### src/msp_pkg.sv
// Shared types, constants and a helper function for the music string parser.
package msp_pkg;

    localparam int COUNT_BITS = 10;
    localparam int CAP_BITS   = 10;
    localparam int CMP_BITS   = (COUNT_BITS + 1 > CAP_BITS) ? COUNT_BITS + 1 : CAP_BITS;

    localparam int SLOTS       = 3;
    localparam int SLOT_BITS   = 2;
    localparam int QUEUE_DEPTH = 4;
    localparam int QPTR_BITS   = 2;
    localparam int QCNT_BITS   = QPTR_BITS + 1;

    localparam logic [CAP_BITS-1:0] CAP_RESET = CAP_BITS'(255);
    localparam logic [2:0]          OCT_RESET = 3'd3;
    localparam logic [2:0]          OCT_MAX   = 3'd6;
    localparam logic [2:0]          OCT_MIN   = 3'd1;
    localparam logic [7:0]          LEN_RESET = 8'd1;

    // Character codes the parser reacts to (upper case after folding).
    localparam logic [7:0] CHR_NONE  = 8'h00;
    localparam logic [7:0] CHR_BANG  = 8'h21;
    localparam logic [7:0] CHR_SHARP = 8'h23;
    localparam logic [7:0] CHR_PLUS  = 8'h2B;
    localparam logic [7:0] CHR_MINUS = 8'h2D;
    localparam logic [7:0] CHR_DOT   = 8'h2E;
    localparam logic [7:0] CHR_0     = 8'h30;
    localparam logic [7:0] CHR_3     = 8'h33;
    localparam logic [7:0] CHR_9     = 8'h39;
    localparam logic [7:0] CHR_A     = 8'h41;
    localparam logic [7:0] CHR_G     = 8'h47;
    localparam logic [7:0] CHR_H     = 8'h48;
    localparam logic [7:0] CHR_I     = 8'h49;
    localparam logic [7:0] CHR_Q     = 8'h51;
    localparam logic [7:0] CHR_S     = 8'h53;
    localparam logic [7:0] CHR_T     = 8'h54;
    localparam logic [7:0] CHR_W     = 8'h57;
    localparam logic [7:0] CHR_X     = 8'h58;
    localparam logic [7:0] CHR_LO_A  = 8'h61;
    localparam logic [7:0] CHR_LO_Z  = 8'h7A;
    localparam logic [7:0] CASE_DIFF = 8'h20;

    localparam logic [7:0] REST_CODE  = 8'h00;
    localparam logic [3:0] DRUM_NIB   = 4'hF;
    localparam logic [7:0] THIRD_MULT = 8'd171;

    typedef struct packed {
        logic [7:0] ch;
        logic       last_char;
    } in_t;

    typedef struct packed {
        logic [7:0]          code;
        logic [7:0]          note_len;
        logic                is_end;
        logic [CAP_BITS-1:0] byte_count;
    } out_t;

    // All results caused by one input character, in delivery order.
    typedef struct packed {
        logic [SLOT_BITS-1:0]  n;
        out_t [SLOTS-1:0]      slot;
    } rec_t;

    typedef struct packed {
        logic full;
        logic empty;
    } q_status_t;

    function automatic logic [7:0] tone_of(input logic [2:0] idx);
        logic [7:0] t;
        begin
            case (idx)
                3'd0:    t = 8'd9;
                3'd1:    t = 8'd11;
                3'd2:    t = 8'd0;
                3'd3:    t = 8'd2;
                3'd4:    t = 8'd4;
                3'd5:    t = 8'd5;
                3'd6:    t = 8'd7;
                default: t = 8'd0;
            endcase
            return t;
        end
    endfunction

endpackage

### src/music_string_parser.sv
// Top level of the music string parser: front end, bundle queue and output stage.
//
// Usage: characters of a music string arrive on the s_ channel, one per
// transaction, each with a flag that marks the final character. The parser
// keeps octave, duration and a held note letter across characters and
// emits note, rest and drum events on the m_ channel, closed by one end
// item that carries the total byte count. After the end item all parser
// state returns to its start values; the capacity register keeps its value.
// The capacity is written on the cfg_ channel, which is always ready, and
// must only be changed while no string is in progress.
// The first result of a character passes through the bundle queue and the
// output register on its way to m_valid. Throughput: one character per cycle,
// as long as each character yields at most one result and the receiver is
// ready; the results of a character that yields two or three go out one at a
// time, and the four-entry bundle queue absorbs short bursts before s_ready drops.
// Reset (synchronous, active low) clears the parser state, empties the
// queue, drops m_valid and sets the capacity to 255. When the receiver
// stalls, the output register holds its item and the queue fills; s_ready
// falls only once the queue is full.
module music_string_parser (
    input  logic                         aclk,
    input  logic                         aresetn,
    input  logic                         cfg_valid,
    output logic                         cfg_ready,
    input  logic [msp_pkg::CAP_BITS-1:0] cfg_data,
    input  logic                         s_valid,
    output logic                         s_ready,
    input  msp_pkg::in_t                 s_data,
    output logic                         m_valid,
    input  logic                         m_ready,
    output msp_pkg::out_t                m_data
);

    msp_pkg::rec_t      push_rec;
    msp_pkg::rec_t      head;
    msp_pkg::q_status_t status;
    logic               push;
    logic               pop;

    // The capacity register accepts a write in every cycle.
    assign cfg_ready = 1'b1;

    // A character is taken whenever the queue has room for its bundle.
    assign s_ready = !status.full;

    msp_front u_front (
        .aclk      (aclk),
        .aresetn   (aresetn),
        .cfg_valid (cfg_valid),
        .cfg_data  (cfg_data),
        .s_valid   (s_valid),
        .s_data    (s_data),
        .q_ready   (s_ready),
        .push      (push),
        .push_rec  (push_rec)
    );

    msp_queue u_queue (
        .aclk     (aclk),
        .aresetn  (aresetn),
        .push     (push),
        .push_rec (push_rec),
        .pop      (pop),
        .status   (status),
        .head     (head)
    );

    msp_back u_back (
        .aclk    (aclk),
        .aresetn (aresetn),
        .status  (status),
        .head    (head),
        .pop     (pop),
        .m_valid (m_valid),
        .m_ready (m_ready),
        .m_data  (m_data)
    );

endmodule

### src/msp_front.sv
// Front end: capacity register, parser state and per-character event generation.
module msp_front (
    input  logic                             aclk,
    input  logic                             aresetn,
    input  logic                             cfg_valid,
    input  logic [msp_pkg::CAP_BITS-1:0]     cfg_data,
    input  logic                             s_valid,
    input  msp_pkg::in_t                     s_data,
    input  logic                             q_ready,
    output logic                             push,
    output msp_pkg::rec_t                    push_rec
);

    logic [msp_pkg::CAP_BITS-1:0]   capacity_reg;
    logic [2:0]                     octave_reg, octave_next;
    logic [7:0]                     len_reg, len_next;
    logic                           held_valid_reg, held_valid_next;
    logic [7:0]                     held_tone_reg, held_tone_next;
    logic [msp_pkg::COUNT_BITS-1:0] count_reg, count_next;
    logic                           halted_reg, halted_next;

    logic          fire;
    msp_pkg::out_t cand [4];
    logic [3:0]    cand_v;

    assign fire = s_valid && q_ready;

    always_comb begin
        logic [7:0]                     c;
        logic                           act, bang, sharp, used, chk, handle;
        logic                           hv1;
        logic [7:0]                     tone0;
        logic [msp_pkg::COUNT_BITS-1:0] cnt1, cnt2, cnt3;
        logic [msp_pkg::CMP_BITS-1:0]   cmp_sum, cnt_ext;
        logic [9:0]                     len_x3;
        logic [15:0]                    len_third;
        logic [2:0]                     oct1;
        logic [7:0]                     len1, tone1;
        logic                           ev;
        logic [7:0]                     ev_code;
        logic [2:0]                     n;

        c = s_data.ch;
        if (c >= msp_pkg::CHR_LO_A && c <= msp_pkg::CHR_LO_Z) begin
            c = c - msp_pkg::CASE_DIFF;
        end
        act   = (s_data.ch != msp_pkg::CHR_NONE) && !halted_reg;
        bang  = (s_data.ch == msp_pkg::CHR_BANG);
        sharp = (s_data.ch == msp_pkg::CHR_SHARP);

        // A held letter comes out first, taking a modifier if one follows.
        tone0 = held_tone_reg;
        if (bang) begin
            tone0 = held_tone_reg - 8'd1;
        end else if (sharp) begin
            tone0 = held_tone_reg + 8'd1;
        end
        cand[0].code       = {1'b0, octave_reg, 4'b0000} | tone0;
        cand[0].note_len   = len_reg;
        cand[0].is_end     = 1'b0;
        cand[0].byte_count = '0;
        cand_v[0]          = act && held_valid_reg;
        used               = cand_v[0] && (bang || sharp);
        cnt1 = cand_v[0] ? count_reg + msp_pkg::COUNT_BITS'(2) : count_reg;
        hv1  = held_valid_reg && !cand_v[0];

        chk     = act && !used;
        cmp_sum = msp_pkg::CMP_BITS'(cnt1) + msp_pkg::CMP_BITS'(2);
        handle  = chk && (cmp_sum < msp_pkg::CMP_BITS'(capacity_reg));

        len_x3    = {2'b00, len_reg} + {1'b0, len_reg, 1'b0};
        len_third = 16'(len_reg) * 16'(msp_pkg::THIRD_MULT);

        oct1    = octave_reg;
        len1    = len_reg;
        tone1   = held_tone_reg;
        ev      = 1'b0;
        ev_code = msp_pkg::REST_CODE;
        if (handle) begin
            unique case (c)
                msp_pkg::CHR_T:     len1 = 8'd1;
                msp_pkg::CHR_S:     len1 = 8'd2;
                msp_pkg::CHR_I:     len1 = 8'd4;
                msp_pkg::CHR_Q:     len1 = 8'd8;
                msp_pkg::CHR_H:     len1 = 8'd16;
                msp_pkg::CHR_W:     len1 = 8'd32;
                msp_pkg::CHR_DOT:   len1 = len_x3[8:1];
                msp_pkg::CHR_3:     len1 = {1'b0, len_third[15:9]};
                msp_pkg::CHR_PLUS: begin
                    if (octave_reg < msp_pkg::OCT_MAX) begin
                        oct1 = octave_reg + 3'd1;
                    end
                end
                msp_pkg::CHR_MINUS: begin
                    if (octave_reg > msp_pkg::OCT_MIN) begin
                        oct1 = octave_reg - 3'd1;
                    end
                end
                msp_pkg::CHR_X: begin
                    ev      = 1'b1;
                    ev_code = msp_pkg::REST_CODE;
                end
                default: begin
                    if (c >= msp_pkg::CHR_A && c <= msp_pkg::CHR_G) begin
                        tone1 = msp_pkg::tone_of(3'(c - msp_pkg::CHR_A));
                        hv1   = 1'b1;
                    end else if (c >= msp_pkg::CHR_0 && c <= msp_pkg::CHR_9) begin
                        ev      = 1'b1;
                        ev_code = {msp_pkg::DRUM_NIB, c[3:0]};
                    end
                end
            endcase
        end
        cand[1].code       = ev_code;
        cand[1].note_len   = len1;
        cand[1].is_end     = 1'b0;
        cand[1].byte_count = '0;
        cand_v[1]          = ev;
        cnt2 = ev ? cnt1 + msp_pkg::COUNT_BITS'(2) : cnt1;

        // The final character flushes a held letter unmodified, then ends the run.
        cand[2].code       = {1'b0, oct1, 4'b0000} | tone1;
        cand[2].note_len   = len1;
        cand[2].is_end     = 1'b0;
        cand[2].byte_count = '0;
        cand_v[2]          = s_data.last_char && hv1;
        cnt3 = cand_v[2] ? cnt2 + msp_pkg::COUNT_BITS'(2) : cnt2;

        cnt_ext            = msp_pkg::CMP_BITS'(cnt3);
        cand[3].code       = msp_pkg::REST_CODE;
        cand[3].note_len   = 8'd0;
        cand[3].is_end     = 1'b1;
        cand[3].byte_count = cnt_ext[msp_pkg::CAP_BITS-1:0];
        cand_v[3]          = s_data.last_char;

        push_rec = '0;
        n        = 3'd0;
        for (int i = 0; i < 4; i++) begin
            if (cand_v[i] && n < 3'(msp_pkg::SLOTS)) begin
                push_rec.slot[n[msp_pkg::SLOT_BITS-1:0]] = cand[i];
                n = n + 3'd1;
            end
        end
        push_rec.n = n[msp_pkg::SLOT_BITS-1:0];
        push       = fire && (n != 3'd0);

        if (s_data.last_char) begin
            octave_next     = msp_pkg::OCT_RESET;
            len_next        = msp_pkg::LEN_RESET;
            held_valid_next = 1'b0;
            held_tone_next  = 8'd0;
            count_next      = '0;
            halted_next     = 1'b0;
        end else begin
            octave_next     = oct1;
            len_next        = len1;
            held_valid_next = hv1;
            held_tone_next  = tone1;
            count_next      = cnt2;
            halted_next     = halted_reg || (chk && !handle);
        end
    end

    always_ff @(posedge aclk) begin
        if (!aresetn) begin
            capacity_reg   <= msp_pkg::CAP_RESET;
            octave_reg     <= msp_pkg::OCT_RESET;
            len_reg        <= msp_pkg::LEN_RESET;
            held_valid_reg <= 1'b0;
            held_tone_reg  <= 8'd0;
            count_reg      <= '0;
            halted_reg     <= 1'b0;
        end else begin
            if (cfg_valid) begin
                capacity_reg <= cfg_data;
            end
            if (fire) begin
                octave_reg     <= octave_next;
                len_reg        <= len_next;
                held_valid_reg <= held_valid_next;
                held_tone_reg  <= held_tone_next;
                count_reg      <= count_next;
                halted_reg     <= halted_next;
            end
        end
    end

endmodule

### src/msp_queue.sv
// Short queue of result bundles between the parser front end and the output stage.
module msp_queue (
    input  logic               aclk,
    input  logic               aresetn,
    input  logic               push,
    input  msp_pkg::rec_t      push_rec,
    input  logic               pop,
    output msp_pkg::q_status_t status,
    output msp_pkg::rec_t      head
);

    msp_pkg::rec_t                  mem [msp_pkg::QUEUE_DEPTH];
    logic [msp_pkg::QPTR_BITS-1:0]  wr_ptr_reg, rd_ptr_reg;
    logic [msp_pkg::QCNT_BITS-1:0]  fill_reg, fill_next;

    assign status.full  = (fill_reg == msp_pkg::QCNT_BITS'(msp_pkg::QUEUE_DEPTH));
    assign status.empty = (fill_reg == '0);
    assign head         = mem[rd_ptr_reg];

    always_comb begin
        fill_next = fill_reg;
        if (push && !pop) begin
            fill_next = fill_reg + msp_pkg::QCNT_BITS'(1);
        end else if (pop && !push) begin
            fill_next = fill_reg - msp_pkg::QCNT_BITS'(1);
        end
    end

    always_ff @(posedge aclk) begin
        if (push) begin
            mem[wr_ptr_reg] <= push_rec;
        end
    end

    always_ff @(posedge aclk) begin
        if (!aresetn) begin
            wr_ptr_reg <= '0;
            rd_ptr_reg <= '0;
            fill_reg   <= '0;
        end else begin
            if (push) begin
                wr_ptr_reg <= wr_ptr_reg + msp_pkg::QPTR_BITS'(1);
            end
            if (pop) begin
                rd_ptr_reg <= rd_ptr_reg + msp_pkg::QPTR_BITS'(1);
            end
            fill_reg <= fill_next;
        end
    end

endmodule

### src/msp_back.sv
// Back end: unpacks result bundles one item at a time into the output register.
module msp_back (
    input  logic               aclk,
    input  logic               aresetn,
    input  msp_pkg::q_status_t status,
    input  msp_pkg::rec_t      head,
    output logic               pop,
    output logic               m_valid,
    input  logic               m_ready,
    output msp_pkg::out_t      m_data
);

    logic [msp_pkg::SLOT_BITS-1:0] idx_reg, idx_next;
    logic                          m_valid_reg, m_valid_next;
    msp_pkg::out_t                 m_data_reg, m_data_next;
    logic                          load, take, last_slot;

    assign load      = !m_valid_reg || m_ready;
    assign take      = load && !status.empty;
    assign last_slot = (idx_reg == head.n - msp_pkg::SLOT_BITS'(1));
    assign pop       = take && last_slot;

    always_comb begin
        idx_next     = idx_reg;
        m_valid_next = m_valid_reg;
        m_data_next  = m_data_reg;
        if (load) begin
            m_valid_next = !status.empty;
        end
        if (take) begin
            m_data_next = head.slot[idx_reg];
            idx_next    = last_slot ? '0 : idx_reg + msp_pkg::SLOT_BITS'(1);
        end
    end

    always_ff @(posedge aclk) begin
        if (!aresetn) begin
            idx_reg     <= '0;
            m_valid_reg <= 1'b0;
        end else begin
            idx_reg     <= idx_next;
            m_valid_reg <= m_valid_next;
        end
    end

    always_ff @(posedge aclk) begin
        m_data_reg <= m_data_next;
    end

    assign m_valid = m_valid_reg;
    assign m_data  = m_data_reg;

endmodule

### config.mk
export PLATFORM = sky130hd
export DESIGN_NAME = music_string_parser
export DESIGN_NICKNAME = d
export VERILOG_FILES = /design/src/msp_pkg.sv /design/src/music_string_parser.sv /design/src/msp_front.sv /design/src/msp_queue.sv /design/src/msp_back.sv
export SDC_FILE = /design/constraint.sdc
export NUM_CORES = 1
export LEC_CHECK = 0
export ABC_AREA = 1
export BUFFER_PORTS_ARGS = -buffer_cell sky130_fd_sc_hd__clkbuf_2
export CAP_MARGIN = 20
export CORE_ASPECT_RATIO = 2
export CORE_MARGIN = 5
export CORE_UTILIZATION = 55
export CTS_CLUSTER_SIZE = 12
export DETAILED_ROUTE_END_ITERATION = 8
export GPL_TIMING_DRIVEN = 0
export PLACE_DENSITY_LB_ADDON = 0.3
export SKIP_CTS_REPAIR_TIMING = 1
export SLEW_MARGIN = 20
export SYNTH_ARGS = -nofsm -noshare
export SYNTH_HDL_FRONTEND = slang
export SYNTH_SLANG_ARGS = --single-unit
### constraint.sdc
create_clock -name aclk -period 19.5 [get_ports aclk]
set_input_delay 0.975 -clock aclk [delete_from_list [all_inputs] [get_ports aclk]]
set_output_delay 0.975 -clock aclk [all_outputs]
set_load 0.01 [all_outputs]
==> results.txt <==
----------------------------------------------------
[Floorplan]
  Chip Width ... 144.2 um
  Total number of placement rows ... 98
  Ports placed on the boundary ... 54
  Core area ... around 36000 um2
  Vertical extent of the die ... between 200 and 300 um
  Initial standard-cell utilization of the core ... 55.52%
  Die Area ... 40150 um2

[Placed design]
  Global placer's final weighted congestion ... 0.9660
  Placement-stage cell area ... 21070 um2
  # placed instances ... 2461
  Total of buffers placed on input and output ports ... 50
  HPWL reported at the end of detailed placement ... approximately 42000 um
  Worst slack after detailed placement ... between 10000 and 15000 ps

[Logic synthesis]
  Sequential fraction of the synthesis area ... 58.46%
  Synthesized instance count ... 1942
  Share of flip-flops with an asynchronous set or reset ... 0%
  Yosys reg bits ... ~400
  Post-synth cell types ... 61
  Cell Area, Synth ... 19810 um2
  Number of enable-type register cells in the synthesized netlist ... 351
  Synthesis warning total ... 0
  Top_reg_cell synth ... sky130_fd_sc_hd__edfxtp_1
  Synth Area per Inst ... 10.20 um2

[Layout]
  Fin util ... 62.17%
  Share of final-layout standard cells stronger than drive strength 1 ... 10.02%
  Number of nets in the layout ... 2165
  Area overhead of the layout relative to synthesis ... 11.97%
  Fillcell total ... 2873
  Largest register FFs ... 324
  Multi-input gate area in the final layout ... 7193 um2
  Leading cell type in the layout, fill and taps excluded ... sky130_fd_sc_hd__edfxtp_1
  Storage element area ... 11580 um2
  Final cell count without fillers ... 2516
  Most frequent cells in the layout ... sky130_fd_sc_hd__edfxtp_1 (351), sky130_fd_sc_hd__nor2_1 (285), sky130_fd_sc_hd__nand2_1 (244)
  Diode count ... 0
  Final design area excluding fillers ... between 20000 and 25000 um2

[Global route]
  Pin count of the biggest net entering global routing ... 23
  Wire length of the first global-routing pass ... 84810 um
  Total global routing overflow ... 0
  Via count of the first global-routing pass ... ~16000
  Number of antenna violations at the first check in global routing ... 0
  Gr usage total ... 27.65%

[Worst setup path]
  Arrival @ worst endpoint ... 7950 ps
  Critical path launch point type ... input port
  Launch point of the worst reg-to-reg path ... u_front.held_valid_reg
  Cell with the biggest individual delay on the critical path ... sky130_fd_sc_hd__nor2_4
  Type of destination of the critical path ... flip-flop
  Worst R2R Path Depth ... 36
  CP Capture Point ... u_queue.mem[0][19]
  Maximum net fanout on the critical path ... 20
  Most frequent CP cell ... sky130_fd_sc_hd__nand2_1
  Class of the most critical setup path ... in -> reg
  Worst r2r dst ... u_queue.mem[0][19]
  R2R setup slack ... 12210 ps
  Required time at the endpoint of the critical path ... 19730 ps
  Max stage delay on crit path ... 650 ps
  Source of the critical timing path ... s_data[4]

[Timing]
  Clock period minus worst slack ... 7723 ps
  Fin. max-slew vios ... 0
  Final setup slack of the worst path ... 11780 ps
  TNS Setup ... 0 ps
  Final hold slack ... 476.0 ps
  Final Hold Viols ... 0
  Fmax ... roughly 0.13 GHz
  Setup skew after layout ... 22.76 ps
  Share of the clock period used by the worst path after layout ... 39.61%
  RSZ-0062 raised after global routing ... false
  Setup-violating endpoint count in the final report ... 0
  Least-Margin Pin Slew ... 1224 ps
  Max_slew headroom ... 17.57%

[Detailed routing]
  Total via count in the routed design ... 15264
  Uppermost metal layer occupied by signal nets ... met4
  Final Routed Wirelength ... between 50000 and 60000 um
  Met2 wire length ... 29940 um
  Length of routed met3 wiring ... 3214 um
  Drt via density ... ~6
  Drt initial violations ... between 1000 and 1500
  Antenna viol nets, final ... 0
  DRC errors left ... 0
  Detailed-router iteration count before antenna repair ... 6
  Average wire per standard cell ... 22.07 um
  Metal1 wirelength ... 18030 um

[Clock network]
  Largest buffer count on any clock path ... 3
  CTS clock-pin slew for the worst setup and hold paths ... 60 ps
  Sinks on the clock net ... 403
  H-tree lvl count ... 2
  Buffer cell driving the clock tree root ... sky130_fd_sc_hd__clkbuf_16
  Clock buffers created by TritonCTS ... 40
  Clock tree from TritonCTS ... yes
  Source-to-sink clock delay at the later pin of the worst-skew pair ... 540 ps

[Pwr]
  Static Leakage ... approximately 8.4 nW
  Overall power consumption ... 2.342 mW
  Power density over the cells ... 105.6 nW/um2
  Maximum resistive drop on vdd ... 102.4 uV

[Status]
  Status ... complete, no violations

[Min path]
  Kind of path behind the tightest hold check ... reg -> reg

[Job]
  Max Cap Violations ... 0

----------------------------------------------------
layout make-up:
type,count,share of cell area [%]
inverter,192,3.260
buffer,89,1.698
tap,450,2.538
clock inverter,5,0.3102
timing repair buffer,66,2.877
multi-input combinational,1261,32.43
sequential,403,52.21
clock buffer,50,4.682
worst min-delay path by stage:
stage                            start                      end  slack, ps  cells after the start
6_report       u_front.capacity_reg[2]  u_front.capacity_reg[2]        480                      2
5_1_grt        u_front.capacity_reg[0]  u_front.capacity_reg[0]        510                      2
4_1_cts        u_front.capacity_reg[2]  u_front.capacity_reg[2]        480                      2
3_5_place_dp   u_front.capacity_reg[2]  u_front.capacity_reg[2]        470                      2
3_3_place_gp   u_front.capacity_reg[0]  u_front.capacity_reg[0]        460                      2
2_1_floorplan  u_front.capacity_reg[0]  u_front.capacity_reg[0]        430                      2
worst max-delay path, delay by kind of cell:
| family | cells | cell delay, ps |
|---|---|---|
| simple gates | 23 | 3340 |
| buf+inv | 10 | 1670 |
| fa+ha+maj | 4 | 1100 |
| compound gates | 2 | 560 |
| xor+xnor | 1 | 240 |
cells by family (layout without fill, tap and decap cells):
group	after synthesis	count (layout)	share of synthesized area, %
AO/OA/AOI/OAI	462	462	13.82
XOR/XNOR	21	21	0.9284
adder cells (fa/ha/maj)	88	88	6.126
buffers and inverters	281	402	5.551
flip-flops	403	403	58.46
other	2	5	0.03791
AND/OR/NAND/NOR	685	685	15.08
Yosys cell counts (4+ instances only):
cell,count,area share [%]
sky130_fd_sc_hd__o21ai_1,9,0.23
sky130_fd_sc_hd__nand3_1,65,1.6
sky130_fd_sc_hd__nor3_1,11,0.28
sky130_fd_sc_hd__clkbuf_1,77,1.5
sky130_fd_sc_hd__o221ai_1,40,1.8
sky130_fd_sc_hd__o22ai_1,40,1.3
sky130_fd_sc_hd__a21oi_1,95,2.4
sky130_fd_sc_hd__nand3_2,7,0.35
sky130_fd_sc_hd__xor2_1,18,0.80
sky130_fd_sc_hd__buf_6,4,0.23
sky130_fd_sc_hd__nand3b_1,4,0.15
sky130_fd_sc_hd__nand2_4,5,0.28
sky130_fd_sc_hd__o211ai_1,15,0.57
sky130_fd_sc_hd__a31oi_1,4,0.13
sky130_fd_sc_hd__or2_2,6,0.19
sky130_fd_sc_hd__edfxtp_1,351,53
sky130_fd_sc_hd__nor2_1,289,5.5
sky130_fd_sc_hd__o21ai_0,213,5.4
sky130_fd_sc_hd__nand4_1,14,0.44
sky130_fd_sc_hd__o2111ai_1,4,0.18
sky130_fd_sc_hd__buf_2,7,0.18
sky130_fd_sc_hd__inv_2,20,0.38
sky130_fd_sc_hd__nand2_1,244,4.6
sky130_fd_sc_hd__nand2_2,15,0.47
sky130_fd_sc_hd__fa_1,15,1.5
sky130_fd_sc_hd__ha_1,73,4.6
sky130_fd_sc_hd__nor2_2,8,0.25
sky130_fd_sc_hd__a32o_1,15,0.76
sky130_fd_sc_hd__inv_1,170,3.2
sky130_fd_sc_hd__dfxtp_1,52,5.3
sky130_fd_sc_hd__o21bai_1,4,0.15
power breakdown:
| group | internal [mW] | total [mW] | leakage [nW] | switching (mW) |
|---|---|---|---|---|
| logic | 0.179 | 0.599 | 4.16 | 0.420 |
| registers | 1.03 | 1.05 | 3.68 | 0.0230 |
| clock network | 0.386 | 0.693 | 0.539 | 0.307 |
| total | 1.59 | 2.34 | 8.38 | 0.750 |
metal layers:
| layer | track usage (%) | vias up |
|---|---|---|
| li1 | - | 7039 |
| met1 | 28.73 | 7256 |
| met2 | 50.57 | 746 |
| met3 | 3.250 | 223 |
| met4 | 18.79 | 0 |
| met5 | 0 | - |
Power figures use the tool's default switching activity.
